File: src/rtl/mwpe_pkg.sv
// package: shared constants, types and the gray to q8.8 conversion
`timescale 1ns / 1ps
package mwpe_pkg;

  localparam int MAX_WIDTH  = 1024;
  localparam int MAX_HEIGHT = 1024;
  localparam int MAX_SIZE   = 7;
  localparam int TAPS       = MAX_SIZE * MAX_SIZE;
  localparam int LS_ROWS    = MAX_SIZE - 1;
  localparam int GRAY_W     = 10;
  localparam int COL_W      = $clog2(MAX_WIDTH);
  localparam int ROW_W      = $clog2(MAX_HEIGHT);
  localparam int DIM_W      = 11;
  localparam int SIZE_W     = 3;
  localparam int TAP_W      = 6;
  localparam int VAL_W      = 16;
  localparam int CFG_IDX_W  = 3;
  localparam int CFG_DATA_W = 49;
  localparam int LS_W       = LS_ROWS * GRAY_W;

  localparam logic [CFG_IDX_W-1:0] CFG_IMAGE_WIDTH     = 3'd0;
  localparam logic [CFG_IDX_W-1:0] CFG_IMAGE_HEIGHT    = 3'd1;
  localparam logic [CFG_IDX_W-1:0] CFG_WINDOW_SIZE     = 3'd2;
  localparam logic [CFG_IDX_W-1:0] CFG_TAP_MASK        = 3'd3;
  localparam logic [CFG_IDX_W-1:0] CFG_APPEND_CONSTANT = 3'd4;

  localparam logic [VAL_W-1:0] CONST_ONE = 16'd256;

  typedef enum logic {
    FR_IDLE,
    FR_UPDATE
  } front_state_e;

  typedef enum logic [1:0] {
    BK_IDLE,
    BK_TAP,
    BK_CONST
  } back_state_e;

  // effective configuration after clamping
  typedef struct packed {
    logic [DIM_W-1:0]  width;
    logic [DIM_W-1:0]  height;
    logic [SIZE_W-1:0] size;
    logic [TAPS-1:0]   mask;
    logic              append;
  } cfg_t;

  // window entry c*MAX_SIZE+k: column c (0 newest), row k (0 current row)
  typedef logic [TAPS-1:0][GRAY_W-1:0] window_t;

  // floor(s*256/3) = 85*s + floor(s/3)
  function automatic logic [VAL_W-1:0] gray_to_q88(input logic [GRAY_W-1:0] s);
    logic [16:0] p85;
    logic [19:0] p683;
    logic [17:0] sum;
    p85  = 17'(s) * 17'd85;
    p683 = 20'(s) * 20'd683;
    sum  = 18'(p85) + 18'(p683[19:11]);
    return sum[VAL_W-1:0];
  endfunction

endpackage

File: src/rtl/mwpe_queue.sv
// two-entry queue of window snapshots between front and back
`timescale 1ns / 1ps
module mwpe_queue (
  input  logic              clk_i,
  input  logic              rst_ni,
  input  logic              push_i,
  input  mwpe_pkg::window_t push_data_i,
  input  logic              pop_i,
  output logic              full_o,
  output logic              empty_o,
  output mwpe_pkg::window_t head_o
);

  mwpe_pkg::window_t entry_q [2];
  logic              wr_ptr_q, wr_ptr_d;
  logic              rd_ptr_q, rd_ptr_d;
  logic [1:0]        count_q, count_d;

  assign full_o  = (count_q == 2'd2);
  assign empty_o = (count_q == 2'd0);
  assign head_o  = entry_q[rd_ptr_q];

  always_comb begin
    wr_ptr_d = push_i ? ~wr_ptr_q : wr_ptr_q;
    rd_ptr_d = pop_i ? ~rd_ptr_q : rd_ptr_q;
    count_d  = count_q + 2'(push_i) - 2'(pop_i);
  end

  always_ff @(posedge clk_i or negedge rst_ni) begin
    if (!rst_ni) begin
      wr_ptr_q <= 1'b0;
      rd_ptr_q <= 1'b0;
      count_q  <= '0;
    end else begin
      wr_ptr_q <= wr_ptr_d;
      rd_ptr_q <= rd_ptr_d;
      count_q  <= count_d;
    end
  end

  always_ff @(posedge clk_i) begin
    if (push_i) begin
      entry_q[wr_ptr_q] <= push_data_i;
    end
  end

endmodule

File: config.mk
export PLATFORM = sky130hd
export DESIGN_NAME = mwpe_queue
export DESIGN_NICKNAME = d
export VERILOG_FILES = /design/src/rtl/mwpe_pkg.sv /design/src/rtl/mwpe_queue.sv
export SDC_FILE = /design/constraint.sdc
export NUM_CORES = 1
export LEC_CHECK = 0
export BUFFER_PORTS_ARGS = -buffer_cell sky130_fd_sc_hd__buf_2
export CORE_AREA = 2 2 386 388
export DETAILED_ROUTE_END_ITERATION = 6
export DIE_AREA = 0 0 388 390
export HOLD_SLACK_MARGIN = 0.12
export PLACE_DENSITY_LB_ADDON = 0.12
export SLEW_MARGIN = 20
export SYNTH_ARGS = -nofsm -noshare
export SYNTH_HDL_FRONTEND = slang
export SYNTH_SLANG_ARGS = --single-unit
File: constraint.sdc
create_clock -name clk_i -period 65.9 [get_ports clk_i]
set_clock_uncertainty 0.15 [all_clocks]
set_input_delay 9.885 -clock clk_i [delete_from_list [all_inputs] [get_ports clk_i]]
set_output_delay 9.885 -clock clk_i [all_outputs]
set_load 0.03 [all_outputs]
# Yosys cells after proc, flatten, opt, wreduce, memory -nomap -nowiden

Memories as Yosys holds them, arrays and structs flattened.
Index checks and enable logic that the tools add are counted.

$add $sub $neg: 2
$mul: 0
Div/mod/pow operators: 0
$lt $le $gt $ge: 0
Equality and inequality tests: 1
Shift-type cells: 0
Multiplexer cells: 2
Bitwise logic cells: 2
Reductions and logical operators: 1

Operators with widths:

| operator             | number |
|---|---|
| $add A2 B1 Y2        | 1 |
| $eq A2 B2 Y1 const B | 1 |
| $logic_not A2 Y1     | 1 |
| $mux W1              | 2 |
| $not A1 Y1           | 2 |
| $sub A2 B1 Y2        | 1 |

Bits in registers: 4
Latch bits: 0
Memory bits (writable): 980
ROM bits: 0
Input port bits: 494
Output and inout bits: 492
Word-level logic and storage cells: 12
Memories: 1

Memories:

| name    | depth | bits a word | read ports | clocked after memory_dff | write ports | RTL line         | source |
|---|---|---|---|---|---|---|---|
| entry_q | 2     | 490         | 1          | 0                        | 1           | mwpe_queue.sv:14 | `mwpe_pkg::window_t entry_q [2];` |

# Depth between registers and ports, before layout

Depth in word-level cells: 2
Depth in mapped cells: 5
Depth with buffers taken out: 5

# Least setup slack after synthesis

Ideal clock, no wire load.

Path kind: input to register
Start point: input push_i
End point: memory entry_q[0][0] (netlist bit) (enable)
Library setup time: 1.413 ns
Arrival: 30.896 ns
Required time: 64.337 ns
Setup slack: 33.441 ns
Stages on the path: 1
Buffers on the path: 0
Path through: nor2b_1

Longest elaborated chain between the ends: 2

Ends and longest elaborated chain:

| element                       | RTL line         | source |
|---|---|---|
| start: declaration            | mwpe_queue.sv:6  | `input logic push_i,` |
| $mux W1                       | mwpe_queue.sv:42 | `if (push_i) begin` |
| $mux W1 (not written as such) | mwpe_queue.sv:43 | `entry_q[wr_ptr_q] <= push_data_i;` |
| end: declaration              | mwpe_queue.sv:14 |  |

Every way passes these cells.

==> reports/metrics.cfg <==
[floorplan]
start_util_pct = 24.30
die_h_um = 390
num_io_pins = 986
die_x_um = 388
fp-row-count = 141
coreArea_um2 = 147100
dieArea_um2 = 151300

[worst_setup_path]
crit_path_start_kind = flip-flop
crit_buf_inv = 3
crit_start = rd_ptr_q$_DFFE_PN0P_
r2r_start = wr_ptr_q$_DFFE_PN0P_
critical_path.max_fanout = 83
crit_path_top_delay_cell = dfrtp_4
path_delay_family = buffers and inverters
worstSetupPathType = reg2out
worstPathRequired_ns = 55.86
critPathMaxStageDelay_ns = 0.86
cp-end-kind = primary output
cp_data_arrival_time_ns = 3.92
r2r_slack_ns = 61.90
critical_path.cell_chain = buf_4, buf_6, mux2_2, buf_2

[synthesis]
synth-xor-area-share_pct = 0.1155
muxShareOfSynthArea_pct = 15.43
synth_top_area_share_pct = 82.30
yosys.area.top_type = edfxtp_1
synthDistinctLibCells = 12
syn_nets = 2036
async_reset_ff_share_pct = 0.4065
synth-adder-area-share_pct = 0.06999
synth-edff-count = 980
synth.area.top_cells = edfxtp_1 82%, mux2_2 15%, buf_6 1.7%
netlist_top_cells_count = 980 x edfxtp_1, 490 x mux2_2, 54 x buf_6
synth_top_family_by_area = multiplexers
synth.avg_cell_area_um2 = 23.22
synth_flop_cell = edfxtp_1
yosysMostFrequentCell = edfxtp_1
syn-cell-area_um2 = 35760
syn_inst = 1540
synthSimpleGateAreaFrac_pct = 0.06299
synth_compound_area_share_pct = 0
yosysSeqAreaShare_pct = 82.58
yosysWarningCount = 0
yosys_register_bits = 984

[placed_design]
dpl.cell_count = 4419
gp_congestion = 0.7754
placed_area_um2 = 42690
numPortBuffers = 985
dp_hpwl_mm = 71.34
dp_slack_ns = 52.23

[layout]
layout-drive-gt1-share_pct = 61.15
fillers = 14510
ff_latch_area_um2 = 29530
final_nets = 3097
syn_to_final_growth_pct = 29.15
fin_area_um2 = 46180
fin_cells = 4645
multi_input_area_um2 = 5617

[sta]
period_share_pct = 21.17
setup_slack_ns = 51.95
worstMarginPinSlew_ns = 1.052
tns_ns = 0
drv_slew = 0
fmax_ghz = 0.07167
relSlewSlack_pct = 29.87
finalCriticalPeriod_ns = 13.95
rsz0062_at_grt = false
hold_violations = 0
finalSetupViolCount = 0

[global_routing]
grt_pass1_vias = 19880
grt.overflow.total = 0
grt_start_max_net_pins = 153
antenna_found_initial = 78
grt_pass1_wl_mm = 137.6
grt_usage_pct = 12.62

[worst_hold_path]
hold_start = wr_ptr_q$_DFFE_PN0P_
hold_path.class = reg2reg

[pwr]
leakagePower_uw = 0.01688
total_power_uw = 2202
p_sw_share_pct = 36.44
combPwrFrac_pct = 34.9
power.switching_uw = 802.4
pwr-share-clk_pct = 26.1
p_int_uw = 1400
power_frac_seq_pct = 39.0
powerDensity_nw_per_um2 = 47.68
vdd_drop_max_mv = 0.02915

[clocking]
clockBufferDepth = 3
cts_tree = yes
worst_skew_pair.late_latency_ns = 0.72
cts_buffers = 110
cts_root_buf = clkbuf_16
cts.sink_count = 984
htreeDepth = 3
post-cts-setup-buffers = 0
post_cts_resized = 0
holdBufCountCts = 0
path_clk_slew_ns = 0.06

[detailed_routing]
drt_first_iter_violations = 720
dr.pass1.iters = 5
vias = 18600
ant_nets = 0
vias_per_cell = 4.003
wirelength_mm = 100.6
drc_errors = 0
wire_per_inst_um = 21.66

[flow_run]
cap_violations = 0

[run_status]
outcome = finished, final reports clean

[cells by family (layout without fill, tap and decap cells)]
family | after synthesis | after routing
buffers and inverters | 57 | 1204
DFF | 984 | 984
other | 0 | 28
adders and majority gates | 2 | 2
and+or+nand+nor | 4 | 4
xor gates and xnor gates | 3 | 3
muxes | 490 | 490
[cell type report]
type | count | area share [%]
flip-flops and latches | 984 | 63.95
multi-input cells | 499 | 12.16
repair buffers | 1004 | 11.10
clock buffers | 137 | 6.316
well taps | 1930 | 5.229
clock inverters | 61 | 1.073
diodes | 28 | 0.1517
inverters | 2 | 0.01626
[cell usage in the layout (no fill, tap or decap), drive strengths merged, types with 2 or more instances in the layout]
| cell type | Yosys | layout |
|---|---|---|
| mux2 | 490 | 490 |
| diode | 0 | 28 |
| clkbuf | 0 | 137 |
| ha | 2 | 2 |
| clkinv | 0 | 52 |
| dfrtp | 4 | 4 |
| nor2b | 2 | 2 |
| bufinv | 0 | 4 |
| inv | 2 | 4 |
| xor2 | 2 | 2 |
| clkinvlp | 0 | 3 |
| buf | 55 | 1004 |
| edfxtp | 980 | 980 |
[power groups by stage]
stage / registers [uW] / logic, uW / clock network, uW
after floorplan: 953 / 562 / 0
after global placement: 867 / 786 / 0
after detailed placement: 873 / 788 / 0
after CTS: 860 / 791 / 598
after global routing: 869 / 812 / 621
final: 858 / 769 / 575
[registers in the layout (all words and copies together) (netlist names)]
signal and cells:
rd_ptr_q 1, entry_q 980, wr_ptr_q 1, count_q 2
[worst paths after layout]
check                      depth (start not counted)                        end
setup / recovery                                   4                head_o[441]
setup reg to reg                                   5  entry_q[0][462]$_DFFE_PP_
min in group asynchronous                          1       rd_ptr_q$_DFFE_PN0P_
hold reg to reg                                    1       wr_ptr_q$_DFFE_PN0P_
hold / removal                                     1       wr_ptr_q$_DFFE_PN0P_
max in group asynchronous                          1       rd_ptr_q$_DFFE_PN0P_
[routing by layer]
layer	up-vias	GRT usage, %	routed length (um)
li1	8345	-	-
met1	9223	12.20	34330
met2	740	23.12	53200
met3	227	6.319	10160
met4	60	4.174	2536
met5	-	0	378
[stage by stage]
stage	hold slack, ns	utilization, %
finish	0.3978	31.39
global route	0.4516	31.37
CTS	0.4011	31.34
detailed placement	0.3880	29.02
global placement	0.3944	29.02
floorplan	0.3055	-
(Power assumes the default switching activity.)
