`src/rtl/mwpe_pkg.sv`:
```
// package: shared constants, types and the gray to q8.8 conversion
`timescale 1ns / 1ps
package mwpe_pkg;

  localparam int MAX_WIDTH  = 1024;
  localparam int MAX_HEIGHT = 1024;
  localparam int MAX_SIZE   = 7;
  localparam int TAPS       = MAX_SIZE * MAX_SIZE;
  localparam int LS_ROWS    = MAX_SIZE - 1;
  localparam int GRAY_W     = 10;
  localparam int COL_W      = $clog2(MAX_WIDTH);
  localparam int ROW_W      = $clog2(MAX_HEIGHT);
  localparam int DIM_W      = 11;
  localparam int SIZE_W     = 3;
  localparam int TAP_W      = 6;
  localparam int VAL_W      = 16;
  localparam int CFG_IDX_W  = 3;
  localparam int CFG_DATA_W = 49;
  localparam int LS_W       = LS_ROWS * GRAY_W;

  localparam logic [CFG_IDX_W-1:0] CFG_IMAGE_WIDTH     = 3'd0;
  localparam logic [CFG_IDX_W-1:0] CFG_IMAGE_HEIGHT    = 3'd1;
  localparam logic [CFG_IDX_W-1:0] CFG_WINDOW_SIZE     = 3'd2;
  localparam logic [CFG_IDX_W-1:0] CFG_TAP_MASK        = 3'd3;
  localparam logic [CFG_IDX_W-1:0] CFG_APPEND_CONSTANT = 3'd4;

  localparam logic [VAL_W-1:0] CONST_ONE = 16'd256;

  typedef enum logic {
    FR_IDLE,
    FR_UPDATE
  } front_state_e;

  typedef enum logic [1:0] {
    BK_IDLE,
    BK_TAP,
    BK_CONST
  } back_state_e;

  // effective configuration after clamping
  typedef struct packed {
    logic [DIM_W-1:0]  width;
    logic [DIM_W-1:0]  height;
    logic [SIZE_W-1:0] size;
    logic [TAPS-1:0]   mask;
    logic              append;
  } cfg_t;

  // window entry c*MAX_SIZE+k: column c (0 newest), row k (0 current row)
  typedef logic [TAPS-1:0][GRAY_W-1:0] window_t;

  // floor(s*256/3) = 85*s + floor(s/3)
  function automatic logic [VAL_W-1:0] gray_to_q88(input logic [GRAY_W-1:0] s);
    logic [16:0] p85;
    logic [19:0] p683;
    logic [17:0] sum;
    p85  = 17'(s) * 17'd85;
    p683 = 20'(s) * 20'd683;
    sum  = 18'(p85) + 18'(p683[19:11]);
    return sum[VAL_W-1:0];
  endfunction

endpackage

```
`src/rtl/mwpe_back.sv`:
```
// back end: walks the window taps and drives the output register
`timescale 1ns / 1ps
module mwpe_back (
  input  logic                          clk_i,
  input  logic                          rst_ni,
  input  mwpe_pkg::cfg_t                cfg_i,
  input  logic                          q_empty_i,
  input  mwpe_pkg::window_t             q_head_i,
  output logic                          q_pop_o,
  output logic                          out_valid_o,
  input  logic                          out_ready_i,
  output logic [mwpe_pkg::VAL_W-1:0]    sample_value_o,
  output logic [mwpe_pkg::TAP_W-1:0]    column_index_o,
  output logic                          is_constant_o,
  output logic                          last_of_window_o
);

  mwpe_pkg::back_state_e state_q, state_d;

  logic [mwpe_pkg::TAP_W-1:0]  bit_q, bit_d;
  logic [mwpe_pkg::SIZE_W-1:0] ci_q, ci_d;
  logic [mwpe_pkg::SIZE_W-1:0] rk_q, rk_d;
  logic [mwpe_pkg::TAP_W-1:0]  n_q, n_d;

  logic                        valid_q, valid_d;
  logic [mwpe_pkg::VAL_W-1:0]  value_q, value_d;
  logic [mwpe_pkg::TAP_W-1:0]  colidx_q, colidx_d;
  logic                        const_q, const_d;
  logic                        last_q, last_d;

  logic                        out_free;
  logic                        sel;
  logic [mwpe_pkg::TAP_W-1:0]  tap_idx;
  logic [mwpe_pkg::TAPS-1:0]   mask_hi;
  logic                        walk_done;

  assign out_free  = !valid_q || out_ready_i;
  assign sel       = cfg_i.mask[bit_q];
  assign tap_idx   = mwpe_pkg::TAP_W'(ci_q) * mwpe_pkg::TAP_W'(mwpe_pkg::MAX_SIZE) +
                     mwpe_pkg::TAP_W'(rk_q);
  assign mask_hi   = cfg_i.mask >> bit_q;
  assign walk_done = (ci_q == '0) && (rk_q == '0);

  always_comb begin
    state_d  = state_q;
    bit_d    = bit_q;
    ci_d     = ci_q;
    rk_d     = rk_q;
    n_d      = n_q;
    valid_d  = valid_q && !out_ready_i;
    value_d  = value_q;
    colidx_d = colidx_q;
    const_d  = const_q;
    last_d   = last_q;
    q_pop_o  = 1'b0;
    unique case (state_q)
      mwpe_pkg::BK_IDLE: begin
        if (!q_empty_i) begin
          bit_d   = '0;
          ci_d    = cfg_i.size - 3'd1;
          rk_d    = cfg_i.size - 3'd1;
          n_d     = '0;
          state_d = mwpe_pkg::BK_TAP;
        end
      end
      mwpe_pkg::BK_TAP: begin
        if (!sel || out_free) begin
          if (sel) begin
            valid_d  = 1'b1;
            value_d  = mwpe_pkg::gray_to_q88(q_head_i[tap_idx]);
            colidx_d = n_q;
            const_d  = 1'b0;
            last_d   = (mask_hi[mwpe_pkg::TAPS-1:1] == '0) && !cfg_i.append;
            n_d      = n_q + 6'd1;
          end
          bit_d = bit_q + 6'd1;
          if (walk_done) begin
            if (cfg_i.append) begin
              state_d = mwpe_pkg::BK_CONST;
            end else begin
              q_pop_o = 1'b1;
              state_d = mwpe_pkg::BK_IDLE;
            end
          end else if (rk_q == '0) begin
            ci_d = ci_q - 3'd1;
            rk_d = cfg_i.size - 3'd1;
          end else begin
            rk_d = rk_q - 3'd1;
          end
        end
      end
      mwpe_pkg::BK_CONST: begin
        if (out_free) begin
          valid_d  = 1'b1;
          value_d  = mwpe_pkg::CONST_ONE;
          colidx_d = n_q;
          const_d  = 1'b1;
          last_d   = 1'b1;
          q_pop_o  = 1'b1;
          state_d  = mwpe_pkg::BK_IDLE;
        end
      end
      default: state_d = mwpe_pkg::BK_IDLE;
    endcase
  end

  always_ff @(posedge clk_i or negedge rst_ni) begin
    if (!rst_ni) begin
      state_q <= mwpe_pkg::BK_IDLE;
      valid_q <= 1'b0;
    end else begin
      state_q <= state_d;
      valid_q <= valid_d;
    end
  end

  always_ff @(posedge clk_i) begin
    bit_q    <= bit_d;
    ci_q     <= ci_d;
    rk_q     <= rk_d;
    n_q      <= n_d;
    value_q  <= value_d;
    colidx_q <= colidx_d;
    const_q  <= const_d;
    last_q   <= last_d;
  end

  assign out_valid_o      = valid_q;
  assign sample_value_o   = value_q;
  assign column_index_o   = colidx_q;
  assign is_constant_o    = const_q;
  assign last_of_window_o = last_q;

endmodule

```
`config.mk`:
```
export PLATFORM = sky130hd
export DESIGN_NAME = mwpe_back
export DESIGN_NICKNAME = d
export VERILOG_FILES = /design/src/rtl/mwpe_pkg.sv /design/src/rtl/mwpe_back.sv
export SDC_FILE = /design/constraint.sdc
export NUM_CORES = 1
export LEC_CHECK = 0
export BUFFER_PORTS_ARGS = -buffer_cell sky130_fd_sc_hd__buf_2
export CAP_MARGIN = 40
export CORE_AREA = 2 2 234 236
export CTS_CLUSTER_SIZE = 20
export DETAILED_ROUTE_END_ITERATION = 8
export DIE_AREA = 0 0 236 238
export PLACE_DENSITY_LB_ADDON = 0.12
export SYNTH_ARGS = -nofsm -noshare
export SYNTH_HDL_FRONTEND = slang
export SYNTH_SLANG_ARGS = --single-unit
```
`constraint.sdc`:
```
create_clock -name clk_i -period 12.6 [get_ports clk_i]
set_input_delay 1.26 -clock clk_i [delete_from_list [all_inputs] [get_ports clk_i]]
set_output_delay 1.26 -clock clk_i [all_outputs]
set_load 0.01 [all_outputs]
```
---- Word level (Yosys, flattened, before mapping) ----
Index checks and enable logic that the tools add are counted.
word-level totals
  bits in registers ....................... 45
  input bits .............................. 569
  output and inout bits ................... 26
cells by class
  add/subtract/negate cells ............... 7
  equality and inequality tests ........... 9
  $lt $le $gt $ge ......................... 2
  $mul .................................... 3
  reductions and logical operators ........ 21
  shifts and indexed selects .............. 1
  multiplexer cells ....................... 49
operator list
  kind                                                         count
  binary-select mux 10 bit (select 6 bit)                      1
  >> shifter 49 x 6 -> 49 bit                                  1
  zero test 48 bit                                             1
  2-to-1 mux 16 bit                                            3
  2-to-1 mux 6 bit                                             7
  case mux 6 bit (2 select lines)                              3
  case mux 16 bit (2 select lines)                             1
  2-to-1 mux 3 bit                                             7
  multiplier 10 x 10 -> 20 bit (second input constant)         1
  adder 16 x 9 -> 16 bit                                       1
  multiplier 10 x 7 -> 16 bit (second input constant)          1
  AND reduction 4 bit                                          4
  less-than comparator 6 x 7 -> 1 bit (second input constant)  2
  != test 2 bit (second input constant)                        7
  2-to-1 mux 1 bit                                             13
  adder 6 x 1 -> 6 bit (second input constant)                 2
  case mux 3 bit (2 select lines)                              2
  2-to-1 mux 10 bit                                            1
  2-to-1 mux 2 bit                                             5
  subtractor 3 x 1 -> 3 bit (second input constant)            3
  case mux 1 bit (2 select lines)                              4
  adder 6 x 3 -> 6 bit                                         1
  binary-select mux 1 bit (select 6 bit)                       1
  zero test 3 bit                                              2
  11 further kinds                                             18

---- Logic depth before layout (Yosys ltp) ----
Gate-level depths: netlist of run 1.
  depth after elaboration ................. 9
  depth in mapped cells ................... 46
  mapped depth without buffers ............ 44

---- Worst setup path before layout of run 1 ----
Ideal clock, no wire load.
  path type ............................... register to register
  start point ............................. register ci_q[0] (netlist name)
  end point ............................... register value_q, in the netlist sample_value_o[14] (data pin)
  data arrival time ....................... 10.441 ns
  cell stages (with the launch flop) ...... 46
  setup time .............................. 0.259 ns
  buffers on the path ..................... 5
  path slack .............................. 1.900 ns
  cell sequence ........................... edfxtp_1 > inv_1 > ha_1 > ha_1 > ha_1 > clkbuf_1 > buf_2 > buf_2 > clkbuf_1 > clkbuf_1 > mux4_2 > mux4_2 > a211oi_1 > a21oi_1 > ha_1 > ha_1 > inv_1 > fa_1 > (+10 left out) > o21bai_1 > xor2_1 > ha_1 > ha_1 > inv_1 > fa_1 > inv_1 > ha_1 > nor2b_1 > o21ai_0 > a21oi_1 > o21ai_0 > a21boi_0 > o21ai_0 > a21boi_0 > o21ai_0 > nor4_1 > a211o_1
between the ends
  cells in the longest elaborated chain, start to end .. 9
  elaborated cells on any way between the ends .. 10
  those cells by class .................... add/sub (2); mul (3); mux (5)
RTL lines
  element                                                                      RTL line                        RTL
  from (decl)                                                                  mwpe_back.sv:21                 logic [mwpe_pkg::SIZE_W-1:0] ci_q, ci_d;
  from (signal assigned)                                                       mwpe_back.sv:119                ci_q <= ci_d;
  multiplier 3 x 3 -> 6 bit (*)                                                mwpe_back.sv:39                 assign tap_idx = mwpe_pkg::TAP_W'(ci_q) * mwpe_pkg::TAP_W'(mwpe_pkg::MAX_SIZE) +
  adder 6 x 3 -> 6 bit (*)                                                     mwpe_back.sv:39
  binary-select mux 10 bit (select 6 bit) (*)                                  mwpe_back.sv:70                 value_d = mwpe_pkg::gray_to_q88(q_head_i[tap_idx]);
  2-to-1 mux 10 bit (not written as such) (*)                                  mwpe_back.sv:70
  multiplier 10 x 7 -> 16 bit or multiplier 10 x 10 -> 20 bit (tied branches)  mwpe_pkg.sv:57, mwpe_pkg.sv:58
  adder 16 x 9 -> 16 bit (*)                                                   mwpe_pkg.sv:59                  sum = 18'(p85) + 18'(p683[19:11]);
  2-to-1 mux 16 bit (*)                                                        mwpe_back.sv:68                 if (sel) begin
  2-to-1 mux 16 bit (*)                                                        mwpe_back.sv:67                 if (!sel || out_free) begin
  case mux 16 bit (2 select lines) (*)                                         mwpe_back.sv:56                 unique case (state_q)
  to (signal assigned)                                                         mwpe_back.sv:122                value_q <= value_d;
  to (decl)                                                                    mwpe_back.sv:26                 logic [mwpe_pkg::VAL_W-1:0] value_q, value_d;
Mark *: on every way between the ends. The rest lies on a longest branch, timed or not. The select of a mux whose other input is x is not followed.
A chain may end at the register's enable or synchronous reset.

---- Worst setup path after layout of run 1 ----
  start point ............................. register ci_q[0] (netlist name)
  end point ............................... register value_q, in the netlist sample_value_o[15] (data pin)
Same word-level chain as after synthesis.

==> results.md, run 1 <==
* finished, final reports clean — run status
* 5 — Inserted Clock Buffers
* false — setup repair after global routing missed its margin
* 20.1 mm — Routed met1 length
* 0 — number of failing setup endpoints in the final timing report
* 56200 sq um — full die area
* met5 — top layer used by detailed routing
* done — TritonCTS clock tree
* 0.0146 ns — Layout Skew
* 19.2% — Initial Util
* 11.72 ns — final period demand of the worst path
* 93.0% — crit share post-route
* 11.77 ns — data arrival at the endpoint of the critical path
* 572 — port bufs
* 7 — largest fanout of any net on the critical path
* 45 — FF+latch count, synth
* 10700 — number of global-route vias before repair
* 85.3 MHz — top achievable clock speed
* 42 — number of enable-type register cells in the synthesized netlist
* 236 microns — floorplan die width
* 2 — maximum buffer depth of the clock tree
* 2145 — layout net count
* 13.0% — fraction of the yosys area taken by sequential cells
* 2121 — number of instances in the placed design
* 9967 — total via count in the routed design
* sky130_fd_sc_hd__fa_1 — most used cell, CP
* 0.834 ns — slew at the pin with the worst max-slew slack
* 0 — number of design rule violations left after detail routing
* 85 — Core Rows
* 0.879 ns — final setup margin
* sky130_fd_sc_hd__clkbuf_16 — cell chosen for the clock root
* 43.9% — relative slew slack
* 22.2 microns — routed length per placed instance
* 0 — final hold vios
* 21 — number of antenna violations at the first check in global routing
* 0 — number of setup buffers added after CTS
* 22.9 mm — WL met2
* 3.46 mm — met3 routed wirelength
* 0.851 — final weighted congestion in routability-driven placement
* 0 — total overflow reported by the global router
* 6.67% — fraction of registers with async set or reset after synthesis
* sky130_fd_sc_hd__edfxtp_1 — predominant post-synthesis flop cell
* 0.783 ns — worst-case setup slack after placement
* register to register — path type of the worst setup path
* 0 — final count of pins violating max slew
* 55.2% — fraction of final layout cells sized beyond drive strength 1
* 4.66 — via-per-instance ratio
* 0.30 ns — clock insertion delay at the later pin of the skew report
* 0.07 ns — CTS clk-pin slew, worst paths
* 877 — count of mapped cells out of synthesis
* 67 — count of different cell masters after synthesis
* 42.1 mm — hpwl dp
* 595 — Ports
* 0 — remaining antenna violation count after routing
* 0 ns — Fin Setup TNS
* register to register — path type of the worst min-delay path
* 33.7% — portion of synthesized cell area occupied by the leading cell type
* sky130_fd_sc_hd__mux4_2 — biggest area consumer among synthesized cells
* 47.4 mm — routed wire length
* sky130_fd_sc_hd__buf_2 (572), sky130_fd_sc_hd__mux4_2 (154), sky130_fd_sc_hd__inv_1 (105) — commonest non-fill, non-tap cells in the layout
* 238 microns — floorplan die height
* 38.8% — signed area change from the synthesized netlist to the final layout
* 0 — reported max-cap violation count
* 2138 — Final Instance Count excl. Fillers
* sky130_fd_sc_hd__fa_1 — cell with the largest stage delay on the worst path
* sky130_fd_sc_hd__mux4_2 (34%), sky130_fd_sc_hd__ha_1 (13%), sky130_fd_sc_hd__edfxtp_1 (12%) — leading cell types by total area after synthesis
* 53500 sq um — Core ar.
* 11.7 sq um — Post-Syn Area per Cell
* 45 — CTS sink count
* 26.7% — core utilization of the finished layout
* 1590 — syn nets
* 69.3 mm — global-route wire length before repair
* 382 — starting DRC count in detailed routing
* 2 — H-tree levels
* 10300 sq um — Syn Std Cell Area
* 5 — total iterations of the first detailed-routing run
* register — category of the worst setup path capture point
* 56 — largest net degree at the start of global routing
* 0.60 ns — critical path's largest stage delay
* 0 — number of warnings printed during yosys synthesis
* 16.6% — overall fraction of global-route tracks in use
* 12.65 ns — data required time of the critical path
* sky130_fd_sc_hd__buf_2 — most common cell after layout, fill and taps aside
* register — CP startpoint kind
[path summary, 6_finish.rpt]
kind | start | endpoint | slack (ns) | cells after the start
min | n_q[5] | column_index_o[5] | 0.49 | 0
min reg2reg | n_q[5] | column_index_o[5] | 0.49 | 0
max | ci_q[0] | sample_value_o[15] | 0.88 | 40
min in group asynchronous | rst_ni | state_q[1] | 0.76 | 1
max in group asynchronous | rst_ni | out_valid_o | 11.72 | 1
max reg2reg | ci_q[0] | sample_value_o[15] | 0.88 | 40
[stage by stage]
step | hold slack, ns | area [sq um]
2_1_floorplan | 0.449 | 10300
3_3_place_gp | 0.476 | 14100
3_5_place_dp | 0.477 | 14100
4_1_cts | 0.494 | 14300
5_1_grt | 0.522 | 14300
6_report | 0.493 | 14300
[repair_timing]
action                     in CTS  in global routing
setup endpoints to repair       0                  1
hold buffers                    0                  0
resized for setup               0                  1
[logic make-up (layout without fill, tap and decap cells)]
kind of cell,count (synthesis),after routing,share of synthesized area [%]
muxes,207,207,41.0
buffers and inverters,162,718,6.49
and+or+nand+nor,159,159,7.82
adders and majority gates,145,145,20.6
AOI/OAI and AO/OA,129,129,8.32
DFF,45,45,13.0
xor gates and xnor gates,30,30,2.77
other,0,9,0
[worst max-delay path, delay by kind of cell, from the launching register on]
family / cells / cell delay (ns)
xor+xnor: 2 / 0.50
buf+inv: 5 / 0.25
compound gates: 15 / 3.41
fa+ha+maj: 13 / 5.52
simple gates: 3 / 0.37
mux: 2 / 0.90
flops: 1 / 0.52
[area by class of cell]
type | count | area (sq um)
diodes | 9 | 22.5
multi-input cells | 670 | 8350
repair buffers | 603 | 3140
fillers | 5741 | 39200
well taps | 696 | 871
clock buffers | 6 | 139
inverters | 107 | 402
clock inverters | 2 | 17.5
flip-flops and latches | 45 | 1340
[Yosys cell counts, drive strengths merged (2+ instances only)]
cell type,number
mux4,167
inv,106
xnor2,17
o21bai,6
and2,3
a31oi,10
a21o,8
a21boi,3
or2,4
edfxtp,42
xor2,13
dfrtp,3
and3,9
nor2,49
nand2b,7
a2111oi,3
nand2,25
nor3b,2
o41ai,2
a21oi,43
nand3,10
a211oi,14
mux2,8
fa,41
a22oi,2
a32oi,3
ha,103
o31a,2
or3,3
mux2i,32
clkbuf,26
o31ai,3
buf,29
o21ai,17
o211ai,3
nor4,9
nor3,15
nor2b,18
[routing by layer]
layer / vias to the layer above / GRT usage [%]
li1: 4565 / -
met1: 4902 / 20.7
met2: 438 / 28.9
met3: 46 / 4.34
met4: 16 / 3.11
met5: - / 0
[registers in the layout (all words and copies together) (netlist names)]
| name | flops |
|---|---|
| rk_q | 3 |
| last_of_window_o | 1 |
| n_q | 6 |
| column_index_o | 6 |
| state_q | 2 |
| bit_q | 6 |
| is_constant_o | 1 |
| out_valid_o | 1 |
| ci_q | 3 |
| sample_value_o | 16 |
Power of run 1 is not shown: default switching activity piles up to over one toggle a cycle in this logic, so the estimate is an artifact.
==> run 2: changes to the inputs <==
--- a/config.mk
+++ b/config.mk
@@ -11,7 +11,7 @@
 export CTS_CLUSTER_SIZE = 20
 export DETAILED_ROUTE_END_ITERATION = 8
 export DIE_AREA = 0 0 236 238
-export PLACE_DENSITY_LB_ADDON = 0.12
+export PLACE_DENSITY = 0.4
 export SYNTH_ARGS = -nofsm -noshare
 export SYNTH_HDL_FRONTEND = slang
 export SYNTH_SLANG_ARGS = --single-unit
==> run 2 against run 1 <==
- cell count grew 0.75%
- clock-buffer cell count is the same
- fmax is 0.60% higher
- clock skew barely moved
- via count increased by 1.7%
- design area rose by 0.55%
- die area did not move
- setup slack improved by 0.070 ns
- sequential cell count stayed put
- routed wire length increased by 14%
- first-iteration DRC count is 50% higher
- utilization rose by 0.15 points
- highest routed layer unchanged
==> results.md, run 2 (same netlist as run 1, synthesis figures left out) <==
* 0.60 ns — critical path's largest stage delay, about the same
* 36 — number of antenna violations at the first check in global routing, +71%
* 43.4% — relative slew slack, -0.58 points
* 0.95 ns — worst-case register-to-register setup slack, +0.07 ns
* 2 — maximum buffer depth of the clock tree, unchanged
* 0 — remaining antenna violation count after routing, unchanged
* sky130_fd_sc_hd__buf_2 — most common cell after layout, fill and taps aside
* sky130_fd_sc_hd__buf_2 (572), sky130_fd_sc_hd__mux4_2 (154), sky130_fd_sc_hd__inv_1 (105) — commonest non-fill, non-tap cells in the layout
* adder cells — Worst path top cell family by delay
* 53500 sq um — Core ar., unchanged
* 18.9% — overall fraction of global-route tracks in use, +2.3 points
* 0 — total overflow reported by the global router, unchanged
* 56200 sq um — full die area, unchanged
* register — category of the worst setup path capture point
* 236 microns — floorplan die width, unchanged
* 0 — final count of pins violating max slew, unchanged
* 572 — port bufs, unchanged
* 2129 — number of instances in the placed design, +0.38%
* 0 — number of hold buffers added after CTS, unchanged
* 2 — H-tree levels, unchanged
* 56 — largest net degree at the start of global routing, unchanged
* 0 ns — Fin Setup TNS, unchanged
* 49.1 mm — hpwl dp, +17%
* 39.5% — signed area change from the synthesized netlist to the final layout
* 0 — number of design rule violations left after detail routing, unchanged
* 85 — Core Rows, unchanged
* 2154 — Final Instance Count excl. Fillers, +0.75%
* 19.2% — Initial Util, unchanged
* 92.5% — crit share post-route, -0.56 points
* register to register — path type of the worst min-delay path
* 11.65 ns — final period demand of the worst path, -0.0705 ns
* 0.488 ns — hold slack final, -0.00466 ns
* 0.30 ns — clock insertion delay at the later pin of the skew report, about the same
* 2156 — layout net count, +0.51%
* 0.901 — final weighted congestion in routability-driven placement, +5.8%
* register to register — path type of the worst setup path
* 4.71 — via-per-instance ratio, +0.94%
* 45 — CTS sink count, unchanged
* finished, final reports clean — run status
* 10800 — number of global-route vias before repair, +0.85%
* register — CP startpoint kind
* 12.65 ns — data required time of the critical path, about the same
* 16 — max FFs per register, unchanged
* done — TritonCTS clock tree
* 0.849 ns — slew at the pin with the worst max-slew slack, +0.0150 ns
* 85.8 MHz — top achievable clock speed, +0.60%
* 55.5% — fraction of final layout cells sized beyond drive strength 1, +0.27 points
* 54.0 mm — routed wire length, +14%
* false — setup repair after global routing missed its margin
* 0 — final hold vios, unchanged
* sky130_fd_sc_hd__fa_1 — most used cell, CP
* 11.70 ns — data arrival at the endpoint of the critical path, -0.07 ns
* 76.0 mm — global-route wire length before repair, +9.6%
* 5 — Inserted Clock Buffers, unchanged
* 10100 — total via count in the routed design, +1.7%
* sky130_fd_sc_hd__fa_1 — cell with the largest stage delay on the worst path
* 0.0142 ns — Layout Skew, -0.000419 ns
* 0 — reported max-cap violation count, unchanged
* 0 — number of failing setup endpoints in the final timing report, unchanged
* 5 — WP buf/inv, unchanged
* 595 — Ports, unchanged
* 573 — starting DRC count in detailed routing, +50%
* 0.07 ns — CTS clk-pin slew, worst paths, about the same
* 25.0 microns — routed length per placed instance, +13%
* 238 microns — floorplan die height, unchanged
* 5 — total iterations of the first detailed-routing run, unchanged
* sky130_fd_sc_hd__clkbuf_16 — cell chosen for the clock root
* 5 — largest fanout of any net on the critical path, -2
run 2: timing repair:
action | in CTS | in global routing
setup endpoints to repair | 0 | 4
gates resized for setup | 0 | 2
setup buffers | 0 | 3
run 2: final cells by class:
cell class                 count  area (sq um)
multi-input combinational    670          8340
tap                          696           871
inverter                     107           402
antenna                       14          35.0
sequential                    45          1340
fill                        5750         39100
timing repair buffer         614          3230
clock inverter                 2          13.8
clock buffer                   6           129
run 2: through the flow:
step                      util (%)  setup slack (ns)  instance area, sq um
after floorplan                  -              1.90                 10300
after global placement        26.4             0.526                 14100
after detailed placement      26.4             0.491                 14100
after CTS                     26.7             0.389                 14300
after global routing          26.8             0.148                 14300
final                         26.8             0.949                 14400
run 2: worst register-to-register path, delay by kind of cell (launching register included):
kind,cells,cell delay (ns)
mux,2,0.85
fa+ha+maj,13,5.55
buf+inv,5,0.28
compound gates,15,3.37
flops,1,0.52
xor+xnor,2,0.38
simple gates,3,0.45
run 2: worst paths after layout:
check,from,endpoint,cells past startpoint
setup / recovery,ci_q[0],sample_value_o[15],40
hold / removal,n_q[5],column_index_o[5],0
setup reg to reg,ci_q[0],sample_value_o[15],40
hold reg to reg,n_q[5],column_index_o[5],0
max in group asynchronous,rst_ni,out_valid_o,1
min in group asynchronous,rst_ni,state_q[1],1
run 2: layer usage:
layer | part of all wire, % | track usage [%] | routed length (microns)
met1 | 45 | 26.1 | 24200
met2 | 44 | 29.5 | 23600
met3 | 10 | 6.04 | 5370
met4 | 1.3 | 2.24 | 700
met5 | 0.21 | 0 | 116
Power of run 2 is left out for the same reason.
